`src/emtp_pkg.sv`:
```
// Shared types, event codes and the base64 decoder for the markup token parser.
package emtp_pkg;

  localparam int MaxEvents = 4;

  localparam logic [2:0] EV_TEXT     = 3'd0;
  localparam logic [2:0] EV_TEXT_END = 3'd1;
  localparam logic [2:0] EV_LABEL    = 3'd2;
  localparam logic [2:0] EV_OPEN_END = 3'd3;
  localparam logic [2:0] EV_CLOSE    = 3'd4;
  localparam logic [2:0] EV_SPLIT    = 3'd5;
  localparam logic [2:0] EV_BIN      = 3'd6;
  localparam logic [2:0] EV_BIN_END  = 3'd7;

  localparam logic [7:0] CH_TOKEN  = 8'h01;
  localparam logic [7:0] CH_ESCAPE = 8'h02;
  localparam logic [7:0] CH_ONE    = 8'h31;
  localparam logic [7:0] CH_TWO    = 8'h32;
  localparam logic [7:0] CH_OPEN   = 8'h4F;
  localparam logic [7:0] CH_CLOSE  = 8'h43;
  localparam logic [7:0] CH_SPLIT  = 8'h53;
  localparam logic [7:0] CH_BIN    = 8'h42;

  typedef struct packed {
    logic [2:0] kind;
    logic [7:0] data;
  } event_t;

  // All events caused by one input item, slot 0 first.
  typedef struct packed {
    event_t [MaxEvents-1:0] ev;
    logic [2:0]             count;
  } bundle_t;

  function automatic bundle_t push_ev(bundle_t bi, logic [2:0] k, logic [7:0] d);
    bundle_t bo;
    bo = bi;
    if (bi.count < 3'(MaxEvents)) begin
      bo.ev[bi.count[1:0]].kind = k;
      bo.ev[bi.count[1:0]].data = d;
      bo.count = bi.count + 3'd1;
    end
    return bo;
  endfunction

  // {valid, sextet}
  function automatic logic [6:0] sextet_of(logic [7:0] c);
    logic [6:0] r;
    r = '0;
    if (c >= 8'h41 && c <= 8'h5A)      r = {1'b1, 6'(c - 8'd65)};
    else if (c >= 8'h61 && c <= 8'h7A) r = {1'b1, 6'(c - 8'd71)};
    else if (c >= 8'h30 && c <= 8'h39) r = {1'b1, 6'(c + 8'd4)};
    else if (c == 8'h2B)               r = {1'b1, 6'd62};
    else if (c == 8'h2F)               r = {1'b1, 6'd63};
    return r;
  endfunction

endpackage

```
`src/emtp_front.sv`:
```
// Front end: parse state, classifies each byte into a bundle of events.
module emtp_front (
  input  logic               clk,
  input  logic               rst,
  input  logic               in_valid,
  output logic               in_ready,
  input  logic [7:0]         in_byte,
  input  logic               end_of_message,
  input  logic               q_full,
  output logic               q_push,
  output emtp_pkg::bundle_t  q_data
);

  localparam logic [1:0] MODE_TEXT    = 2'd0;
  localparam logic [1:0] MODE_ESC     = 2'd1;
  localparam logic [1:0] MODE_TYPE    = 2'd2;
  localparam logic [1:0] MODE_PAYLOAD = 2'd3;

  localparam logic [2:0] TK_OTHER = 3'd0;
  localparam logic [2:0] TK_OPEN  = 3'd1;
  localparam logic [2:0] TK_CLOSE = 3'd2;
  localparam logic [2:0] TK_SPLIT = 3'd3;
  localparam logic [2:0] TK_BIN   = 3'd4;

  logic [1:0]  mode, mode_next;
  logic [2:0]  kind, kind_next;
  logic        pend, pend_next;
  logic [17:0] acc, acc_next;
  logic [1:0]  cnt, cnt_next;
  logic        accept;
  emtp_pkg::bundle_t bnd;

  assign in_ready = !q_full;
  assign accept   = in_valid && in_ready;
  assign q_push   = accept && (bnd.count != 3'd0);
  assign q_data   = bnd;

  always_comb begin
    logic [6:0]  sx;
    logic [23:0] full;
    logic        do_finish;
    bnd       = '0;
    mode_next = mode;
    kind_next = kind;
    pend_next = pend;
    acc_next  = acc;
    cnt_next  = cnt;
    do_finish = 1'b0;
    sx        = emtp_pkg::sextet_of(in_byte);
    full      = {acc, sx[5:0]};

    unique case (mode)
      MODE_TEXT: begin
        if (in_byte == emtp_pkg::CH_TOKEN) begin
          if (pend) bnd = emtp_pkg::push_ev(bnd, emtp_pkg::EV_TEXT_END, 8'd0);
          pend_next = 1'b0;
          mode_next = MODE_TYPE;
        end else if (in_byte == emtp_pkg::CH_ESCAPE) begin
          mode_next = MODE_ESC;
        end else begin
          bnd = emtp_pkg::push_ev(bnd, emtp_pkg::EV_TEXT, in_byte);
          pend_next = 1'b1;
        end
      end
      MODE_ESC: begin
        if (in_byte == emtp_pkg::CH_ONE)
          bnd = emtp_pkg::push_ev(bnd, emtp_pkg::EV_TEXT, 8'h01);
        else if (in_byte == emtp_pkg::CH_TWO)
          bnd = emtp_pkg::push_ev(bnd, emtp_pkg::EV_TEXT, 8'h02);
        else
          bnd = emtp_pkg::push_ev(bnd, emtp_pkg::EV_TEXT, in_byte);
        pend_next = 1'b1;
        mode_next = MODE_TEXT;
      end
      MODE_TYPE: begin
        if (in_byte == emtp_pkg::CH_OPEN)       kind_next = TK_OPEN;
        else if (in_byte == emtp_pkg::CH_CLOSE) kind_next = TK_CLOSE;
        else if (in_byte == emtp_pkg::CH_SPLIT) kind_next = TK_SPLIT;
        else if (in_byte == emtp_pkg::CH_BIN)   kind_next = TK_BIN;
        else                                    kind_next = TK_OTHER;
        acc_next  = '0;
        cnt_next  = '0;
        mode_next = MODE_PAYLOAD;
      end
      MODE_PAYLOAD: begin
        if (in_byte == emtp_pkg::CH_TOKEN) begin
          do_finish = 1'b1;
          mode_next = MODE_TEXT;
        end else if (kind == TK_OPEN) begin
          bnd = emtp_pkg::push_ev(bnd, emtp_pkg::EV_LABEL, in_byte);
        end else if (kind == TK_BIN && sx[6]) begin
          if (cnt == 2'd3) begin
            bnd = emtp_pkg::push_ev(bnd, emtp_pkg::EV_BIN, full[23:16]);
            bnd = emtp_pkg::push_ev(bnd, emtp_pkg::EV_BIN, full[15:8]);
            bnd = emtp_pkg::push_ev(bnd, emtp_pkg::EV_BIN, full[7:0]);
            acc_next = '0;
            cnt_next = '0;
          end else begin
            acc_next = {acc[11:0], sx[5:0]};
            cnt_next = cnt + 2'd1;
          end
        end
      end
      default: ;
    endcase

    // end of message closes an open token payload
    if (end_of_message && mode_next == MODE_PAYLOAD) do_finish = 1'b1;

    if (do_finish) begin
      case (kind_next)
        TK_OPEN:  bnd = emtp_pkg::push_ev(bnd, emtp_pkg::EV_OPEN_END, 8'd0);
        TK_CLOSE: bnd = emtp_pkg::push_ev(bnd, emtp_pkg::EV_CLOSE, 8'd0);
        TK_SPLIT: bnd = emtp_pkg::push_ev(bnd, emtp_pkg::EV_SPLIT, 8'd0);
        TK_BIN: begin
          if (cnt_next == 2'd2) begin
            bnd = emtp_pkg::push_ev(bnd, emtp_pkg::EV_BIN, acc_next[11:4]);
          end else if (cnt_next == 2'd3) begin
            bnd = emtp_pkg::push_ev(bnd, emtp_pkg::EV_BIN, acc_next[17:10]);
            bnd = emtp_pkg::push_ev(bnd, emtp_pkg::EV_BIN, acc_next[9:2]);
          end
          bnd = emtp_pkg::push_ev(bnd, emtp_pkg::EV_BIN_END, 8'd0);
        end
        default: ;
      endcase
      kind_next = TK_OTHER;
      acc_next  = '0;
      cnt_next  = '0;
    end

    if (end_of_message) begin
      if (pend_next) bnd = emtp_pkg::push_ev(bnd, emtp_pkg::EV_TEXT_END, 8'd0);
      mode_next = MODE_TEXT;
      kind_next = TK_OTHER;
      pend_next = 1'b0;
      acc_next  = '0;
      cnt_next  = '0;
    end
  end

  always_ff @(posedge clk) begin
    if (rst) begin
      mode <= MODE_TEXT;
      kind <= TK_OTHER;
      pend <= 1'b0;
      acc  <= '0;
      cnt  <= '0;
    end else if (accept) begin
      mode <= mode_next;
      kind <= kind_next;
      pend <= pend_next;
      acc  <= acc_next;
      cnt  <= cnt_next;
    end
  end

  a_push_count: assert property (@(posedge clk) disable iff (rst)
    q_push |-> (q_data.count != 3'd0 && q_data.count <= 3'(emtp_pkg::MaxEvents)))
    else $error("front pushed a bundle with a bad event count");

  a_eom_resets: assert property (@(posedge clk) disable iff (rst)
    (accept && end_of_message) |=> (mode == MODE_TEXT && !pend && cnt == 2'd0))
    else $error("parse state not cleared after end of message");

endmodule

```
`src/emtp_queue.sv`:
```
// Small register queue of event bundles between front and back.
module emtp_queue #(
  parameter int Depth = 4
) (
  input  logic               clk,
  input  logic               rst,
  input  logic               push,
  input  emtp_pkg::bundle_t  wr_data,
  input  logic               pop,
  output emtp_pkg::bundle_t  rd_data,
  output logic               full,
  output logic               empty
);

  localparam int AW = (Depth > 1) ? $clog2(Depth) : 1;

  emtp_pkg::bundle_t mem [Depth];
  logic [AW:0] wptr, rptr;

  assign empty   = (wptr == rptr);
  assign full    = (wptr[AW-1:0] == rptr[AW-1:0]) && (wptr[AW] != rptr[AW]);
  assign rd_data = mem[rptr[AW-1:0]];

  always_ff @(posedge clk) begin
    if (push) mem[wptr[AW-1:0]] <= wr_data;
  end

  always_ff @(posedge clk) begin
    if (rst) begin
      wptr <= '0;
      rptr <= '0;
    end else begin
      if (push) wptr <= wptr + (AW+1)'(1);
      if (pop)  rptr <= rptr + (AW+1)'(1);
    end
  end

  a_no_overflow: assert property (@(posedge clk) disable iff (rst) !(push && full))
    else $error("queue written while full");

  a_no_underflow: assert property (@(posedge clk) disable iff (rst) !(pop && empty))
    else $error("queue read while empty");

endmodule

```
`src/emtp_back.sv`:
```
// Back end: queue bundles load an output register one event per cycle unless stalled.
module emtp_back (
  input  logic               clk,
  input  logic               rst,
  input  logic               q_empty,
  input  emtp_pkg::bundle_t  q_data,
  output logic               q_pop,
  output logic               out_valid,
  input  logic               out_ready,
  output logic [2:0]         event_kind,
  output logic [7:0]         event_byte,
  output logic               last_of_run
);

  logic [1:0] sub;
  logic       load;
  logic       at_last;

  assign load    = !q_empty && (!out_valid || out_ready);
  assign at_last = ({1'b0, sub} == (q_data.count - 3'd1));
  assign q_pop   = load && at_last;

  always_ff @(posedge clk) begin
    if (rst) begin
      out_valid <= 1'b0;
      sub       <= '0;
    end else if (load) begin
      out_valid <= 1'b1;
      sub       <= at_last ? 2'd0 : sub + 2'd1;
    end else if (out_ready) begin
      out_valid <= 1'b0;
    end
  end

  always_ff @(posedge clk) begin
    if (load) begin
      event_kind  <= q_data.ev[sub].kind;
      event_byte  <= q_data.ev[sub].data;
      last_of_run <= at_last;
    end
  end

  a_pop_on_last: assert property (@(posedge clk) disable iff (rst)
    q_pop |=> (out_valid && last_of_run && sub == 2'd0))
    else $error("bundle retired without its last event");

  a_sub_in_range: assert property (@(posedge clk) disable iff (rst)
    !q_empty |-> ({1'b0, sub} < q_data.count))
    else $error("event index beyond bundle size");

endmodule

```
`src/escaped_markup_token_parser.sv`:
```
// Escaped markup token parser: splits a markup byte stream into text/token events.
//
// Input channel (in_valid/in_ready): one markup byte per item, with
// end_of_message set on the last byte of a message. Output channel
// (out_valid/out_ready): one event per item (event_kind, event_byte),
// last_of_run set on the final event caused by an input byte. A byte may
// cause zero to four events; bytes that cause none produce no output.
//
// Throughput: one input byte per cycle while the bundle queue has room;
// the output side moves one event per cycle while out_ready is high, so
// the events of a byte leave in order, slot 0 first. The first event of a byte
// is written into the bundle queue, then loaded into the output register.
// The queue holds QUEUE_DEPTH bundles; in_ready drops only when it is full.
//
// Reset clears the parse state and the queue; the next byte starts a new
// message. When the receiver stalls, events wait in the output register
// and the queue, and input keeps flowing until the queue fills.
module escaped_markup_token_parser #(
  parameter int QUEUE_DEPTH = 4
) (
  input  logic       clk,
  input  logic       rst,
  input  logic       in_valid,
  output logic       in_ready,
  input  logic [7:0] in_byte,
  input  logic       end_of_message,
  output logic       out_valid,
  input  logic       out_ready,
  output logic [2:0] event_kind,
  output logic [7:0] event_byte,
  output logic       last_of_run
);

  emtp_pkg::bundle_t wr_bundle, rd_bundle;
  logic q_push, q_pop, q_full, q_empty;

  emtp_front u_front (
    .clk            (clk),
    .rst            (rst),
    .in_valid       (in_valid),
    .in_ready       (in_ready),
    .in_byte        (in_byte),
    .end_of_message (end_of_message),
    .q_full         (q_full),
    .q_push         (q_push),
    .q_data         (wr_bundle)
  );

  emtp_queue #(.Depth(QUEUE_DEPTH)) u_queue (
    .clk     (clk),
    .rst     (rst),
    .push    (q_push),
    .wr_data (wr_bundle),
    .pop     (q_pop),
    .rd_data (rd_bundle),
    .full    (q_full),
    .empty   (q_empty)
  );

  emtp_back u_back (
    .clk         (clk),
    .rst         (rst),
    .q_empty     (q_empty),
    .q_data      (rd_bundle),
    .q_pop       (q_pop),
    .out_valid   (out_valid),
    .out_ready   (out_ready),
    .event_kind  (event_kind),
    .event_byte  (event_byte),
    .last_of_run (last_of_run)
  );

endmodule
```
`config.mk`:
```
export PLATFORM = sky130hd
export DESIGN_NAME = escaped_markup_token_parser
export DESIGN_NICKNAME = d
export VERILOG_FILES = /design/src/emtp_pkg.sv /design/src/emtp_front.sv /design/src/emtp_queue.sv /design/src/emtp_back.sv /design/src/escaped_markup_token_parser.sv
export SDC_FILE = /design/constraint.sdc
export NUM_CORES = 1
export LEC_CHECK = 0
export ABC_AREA = 1
export BUFFER_PORTS_ARGS = -buffer_cell sky130_fd_sc_hd__clkbuf_2
export CAP_MARGIN = 20
export CORE_MARGIN = 8
export CORE_UTILIZATION = 59
export CTS_BUF_LIST = sky130_fd_sc_hd__clkbuf_4 sky130_fd_sc_hd__clkbuf_8
export DETAILED_ROUTE_END_ITERATION = 6
export HOLD_SLACK_MARGIN = 0.1
export PLACE_DENSITY = 0.9
export SETUP_SLACK_MARGIN = 0.3
export SLEW_MARGIN = 20
export SYNTH_ARGS = -nofsm -noshare
export SYNTH_HDL_FRONTEND = slang
export SYNTH_SLANG_ARGS = --single-unit
```
`constraint.sdc`:
```
create_clock -name clk -period 7.7 [get_ports clk]
set_input_delay 1.54 -clock clk [delete_from_list [all_inputs] [get_ports clk]]
set_output_delay 1.54 -clock clk [all_outputs]
set_load 0.03 [all_outputs]
```
### Word level (Yosys, flattened, before mapping)

Memory sizes are Yosys's and may differ from the RTL's. A register that Yosys moved wholly into a read port is not among the register bits.
Cells that the tools add are included.

* bits in registers: 47
* bits in writable memories: 188
* word-level logic and storage cells: 240
* memories kept: 1

Memory list
* u_queue.mem: depth 4, width 47, read ports 1, clocked after Yosys merged registers in 1, wr ports 1, line emtp_queue.sv:17 `emtp_pkg::bundle_t mem [Depth];`

* add/sub/neg operators: 14
* order comparisons: 25
* equal/unequal tests: 30
* mux-type cells: 132
* reduce and logical (&&, ||, !) cells: 25

Operators with widths (number)
* two-way mux 47 bit: 32
* bitwise mux 44 bit: 19
* demux 11 bit (select 2 bit): 12
* one-hot mux 47 bit (4 select lines): 1
* one-hot mux 47 bit (3 select lines): 1
* two-way mux 18 bit: 6
* two-way mux 11 bit: 9
* two-way mux 14 bit: 5
* two-way mux 8 bit: 6
* one-hot mux 18 bit (2 select lines): 1
* two-way mux 7 bit: 5
* == test 8 x 6 -> 1 bit (second input constant): 4
* == test 8 x 7 -> 1 bit (second input constant): 4
* two-way mux 2 bit: 13
* adder 3 x 1 -> 3 bit (second input constant): 8
* binary-select mux 11 bit (select 2 bit): 1
* less-than comparator 2 x 3 -> 1 bit (second input constant): 7
* two-way mux 3 bit: 7
* less-than comparator 3 bit (second input constant): 6
* greater-or-equal comparator 8 x 7 -> 1 bit (second input constant): 2
* less-or-equal comparator 8 x 7 -> 1 bit (second input constant): 2
* logical AND 1 bit: 16
* == test 2 bit (second input constant): 6
* greater-or-equal comparator 2 x 1 -> 1 bit (second input constant): 6
* 31 further kinds: 47

### Depth between registers and ports, before layout

* depth after elaboration: 79
* depth in mapped cells: 37
* mapped depth without buffers: 35

### Cells and area by module

A second synthesis with hierarchy kept.

* cell total of the unflattened synthesis: 1750
* area, all modules: 14043.5 um2

Modules (own cells, without submodules)
* emtp_queue: instances 1, cells each 747, area each 8206.6 um2
* emtp_front: instances 1, cells each 896, area each 4918.5 um2
* emtp_back: instances 1, cells each 107, area each 918.4 um2

### Worst setup path after synthesis

No wires, ideal clock.

* path kind: input to register
* start point: input port in_byte[2]
* end point: memory u_queue.mem[0][0] (netlist bit) (enable)
* arrival time: 7388 ps
* data required time: 7248 ps
* path slack: -139 ps
* cell stages on the path: 33
* cell sequence: buf_6 -> inv_1 -> ha_1 -> o21ai_0 -> nor2_1 -> nor2_2 -> nand3_4 -> nand4_4 -> clkbuf_1 -> clkbuf_1 -> ha_1 -> clkbuf_1 -> inv_1 -> nand3_1 -> o21ai_0 -> nand3_1 -> nand3_1 -> nand2_1 -> ha_1 -> nand3_1 -> nand2_1 -> inv_1 -> nand2_1 -> nand2_1 -> nand2_1 -> nand2_1 -> inv_1 -> ha_1 -> nand2_1 -> nand2_1 -> nand3_4 -> nand2_4 -> nor2_1

* word-level cells in the longest chain between the ends: 35

RTL lines
* start, declared: line escaped_markup_token_parser.sv:25 `input logic [7:0] in_byte,`
* branches (longest 30 deep; another with greater-or-equal comparator 8 x 6 -> 1 bit)
* two-way mux 47 bit *: line emtp_front.sv:131 `if (end_of_message) begin`
* nonzero test 3 bit *: line emtp_front.sv:35 `assign q_push = accept && (bnd.count != 3'd0);`
* logical AND 1 bit *: line emtp_front.sv:35
* two-way mux 1 bit *: line emtp_queue.sv:25 `if (push) mem[wptr[AW-1:0]] <= wr_data;`
* two-way mux 1 bit (implied by the code) *: line emtp_queue.sv:25
* end, declared: line emtp_queue.sv:17

Mark *: on every way between the ends. The select of a mux whose other input is x is not followed.

### Final worst setup path

* start point: input port in_byte[2]
* end point: memory u_queue.mem[2][21] (netlist bit) (enable)

Same word-level chain as after synthesis.

==> run summary <==
Sequential area share after synthesis - 0.516
CTS tree - built
Syn avg cell area - 8.80 µm²
Worst-Margin Slew - 1.11 ns
FFs w/ async S/R, synth - 0
Syn Inst Count - 1484
Reg2reg end - u_queue.mem[2][21]
WHS Path Cells - 2
Clock sinks - 237
Core Area - 21800 µm²
Number of synthesized register bits - 237
Synth Area in Simple Gates - 0.201
Critical path type - primary input to flip-flop
Hold Crit Class - flip-flop to flip-flop
Initial core utilization - 0.601
Syn_nets - 1527
Reg2Reg Setup Slack - 2.36 ns
CP max stage delay - 0.34 ns
Largest area contributor in the netlist - edfxtp_1
Via count - 11700
Setup bufs post-CTS - 0
Placed cell area - 13500 µm²
Ys Warns - 0
Final hold vios - 0
Pre-Repair DR Iteration Count - 7
ANT nets after route - 0
Total GRT Usage - 0.299
Clock tree root driver cell - clkbuf_8
Vias per inst - 6.44
Initial DRC Count - 1524
Number of flops mapped to enable cells by yosys - 200
Crit path max-delay cell type - ha_1
Die Span Y - 165 µm
Clock latency on the worst-skew pair - 0.54 ns
TritonCTS buffer count - 37
Power after layout - 3410 µW
RSZ-0062 raised after global routing - no
Slew headroom - 0.254
Worst Path Required - 7.90 ns
Adder-Cell Fraction of Synth Area - 0.0287
Worst r2r path cells - 32
Status - finished with violations
Post-synthesis cell type count - 51
Critical Path Start Type - primary input
IR drop worst, VDD - 0.000129 V
Mapped Area - 13100 µm²
Pin count of the biggest net entering global routing - 96
Worst setup margin - 1.34 ns
Cell leakage power - 0.00533 µW
Vias in the first global route - 11100
Nets@finish - 1547
Post-route cell area - 14300 µm²
Tcrit/Tclk final - 0.825
Share of cells above drive strength 1 - 0.125
Die width - 165 µm
Port Buffers - 26
Cell area power density - 239 nW/µm²
Post-CTS sizing - 0
Max Cap Viol - 0
Post-synthesis xor/xnor area fraction - 0.00938
DRC viols - 29
Crit-path max FO - 47
First-pass GRT wire length - 62300 µm
Initial antenna violation count - 0
GP Congestion - 1.03
DP Wirelength - 27900 µm
Place WS - 0.919 ns
Clock Path Buffers - 3
Die Footprint - 27200 µm²
Clock-pin slew on the worst setup and hold paths - 0.06 ns
Share of the synthesized area in the top cell type - 0.460
Final count of pins violating max slew - 0
# H-tree levels - 2
Crit. Startpoint - in_byte[2]
CTS Hold Bufs - 0
Cell with the most instances on the worst path - nand2_1
CP endpoint kind - flip-flop
Mux cell area share after synthesis - 0
Fin Clk Skew - 0.0194 ns
Ys flop type - edfxtp_1
Row Count - 54
Dpl cells - 1745
I/O pin total - 27
Data arrival, critical path - 6.55 ns
Post-Route WL - 41000 µm
Wire length per cell - 22.6 µm
Compound-gate portion of the synthesized area - 0.176
Main combinational cell family by area after synthesis - simple AND/OR/NAND/NOR gates
Synthesis-to-finish area growth - 9.28%
Hold path endpoint - u_front.acc[14]
Remaining Overflow, GRT - 0
Clock period minus worst slack - 6.36 ns
N_diodes - 0
Fmax - 157 MHz
Failing checks - DRC
Setup violators final - 0
Main area contributors after synthesis - edfxtp_1 46%, nand2_1 7.6%, o21ai_0 6.9%
Non-Filler Instances - 1812
Worst reg2reg path startpoint - u_front.mode[1]
Hold path start - u_front.acc[14]
==> critical path: cells and delay by family <==
kind / cells / cell delay, ns
adder cells (fa/ha/maj): 4 / 1.15
AND/OR/NAND/NOR: 22 / 2.57
AO/OA/AOI/OAI: 1 / 0.08
buffers and inverters: 7 / 1.16
==> cell usage after synthesis, types with 5 or more instances <==
cell type / instances
a21oi_1: 78
xor2_1: 12
nor3_1: 5
o21ai_1: 5
o221ai_1: 42
nand2_2: 10
nor2_1: 161
a31oi_1: 9
ha_1: 30
edfxtp_1: 200
nand4_1: 20
nand3_2: 8
clkbuf_1: 63
dfxtp_1: 37
nor2_2: 6
nand2_1: 263
o21ai_0: 180
o22ai_1: 27
inv_2: 17
nor2_4: 5
nand3_1: 95
o211ai_1: 21
inv_1: 130
==> logic make-up (layout without fill, tap and decap cells) <==
kind of cell	after synthesis	in the layout
buffers and inverters	226	274
AOI/OAI and AO/OA	389	389
DFF	237	237
and+or+nand+nor	588	588
adders and majority gates	30	30
xor gates and xnor gates	14	14
==> area by class of cell <==
cell class / instances / area [µm²]
clock buffer: 52 / 634
clock inverter: 15 / 105
fill: 1717 / 7480
inverter: 152 / 574
multi-input combinational: 1021 / 5470
sequential: 237 / 6750
tap: 280 / 350
timing repair buffer: 55 / 398
==> layout by cell type (no fill, tap or decap), drive strengths merged, types with 2 or more instances in the layout <==
cell    count
nand2     277
edfxtp    200
o21ai     189
nor2      172
inv       150
nand3     106
a21oi      82
clkbuf     78
o221ai     42
dfxtp      37
ha         30
buf        29
o22ai      27
nand4      22
o211ai     21
clkinv     15
xor2       12
a31oi      10
nor3        7
a22oi       4
a221oi      4
a32o        3
xnor2       2
or2         2
a211oi      2
==> where the power goes <==
group	leakage, µW	switching (µW)	total, µW	internal [µW]
Sequential	0.00215	26.0	1520	1490
Clock	0.000387	486	1060	571
Combinational	0.00279	608	834	226
==> routing by layer <==
layer  part of all wire  wire length [µm]  vias up  track usage
li1                   -                 -     5258            -
met1               0.37             15100     5360        0.376
met2               0.45             18700      872        0.475
met3               0.12              5060      174       0.0718
met4              0.053              2160        0        0.156
met5                  0                 0        -            0
==> sequential cells by signal (all words and copies together), names as in the netlist, named ones only <==
name                cells
u_front.pend            1
u_front.kind            3
u_back.event_byte       8
u_front.acc            18
u_back.last_of_run      1
u_front.mode            2
u_front.cnt             2
u_queue.mem           188
u_back.event_kind       3
u_queue.wptr            3
u_back.sub              2
u_queue.rptr            3
u_back.out_valid        1
==> worst max path at each step <==
stage	end	slack [ns]	depth (start not counted)
after floorplan	u_queue.mem[0][0]	-0.14	33
after global placement	u_queue.mem[3][7]	0.98	34
after detailed placement	u_queue.mem[2][32]	0.92	34
after CTS	u_queue.mem[2][21]	1.46	34
after global routing	u_queue.mem[2][37]	0.96	34
final	u_queue.mem[2][21]	1.34	34
==> per-stage QoR <==
step	setup TNS [ns]	util	hold slack, ns
finish	0	0.656	0.466
CTS	0	0.656	0.464
detailed placement	0	0.622	0.455
global route	0	0.656	0.481
floorplan	-26.14	-	0.445
global placement	0	0.622	0.451
(Power assumes the default switching activity.)
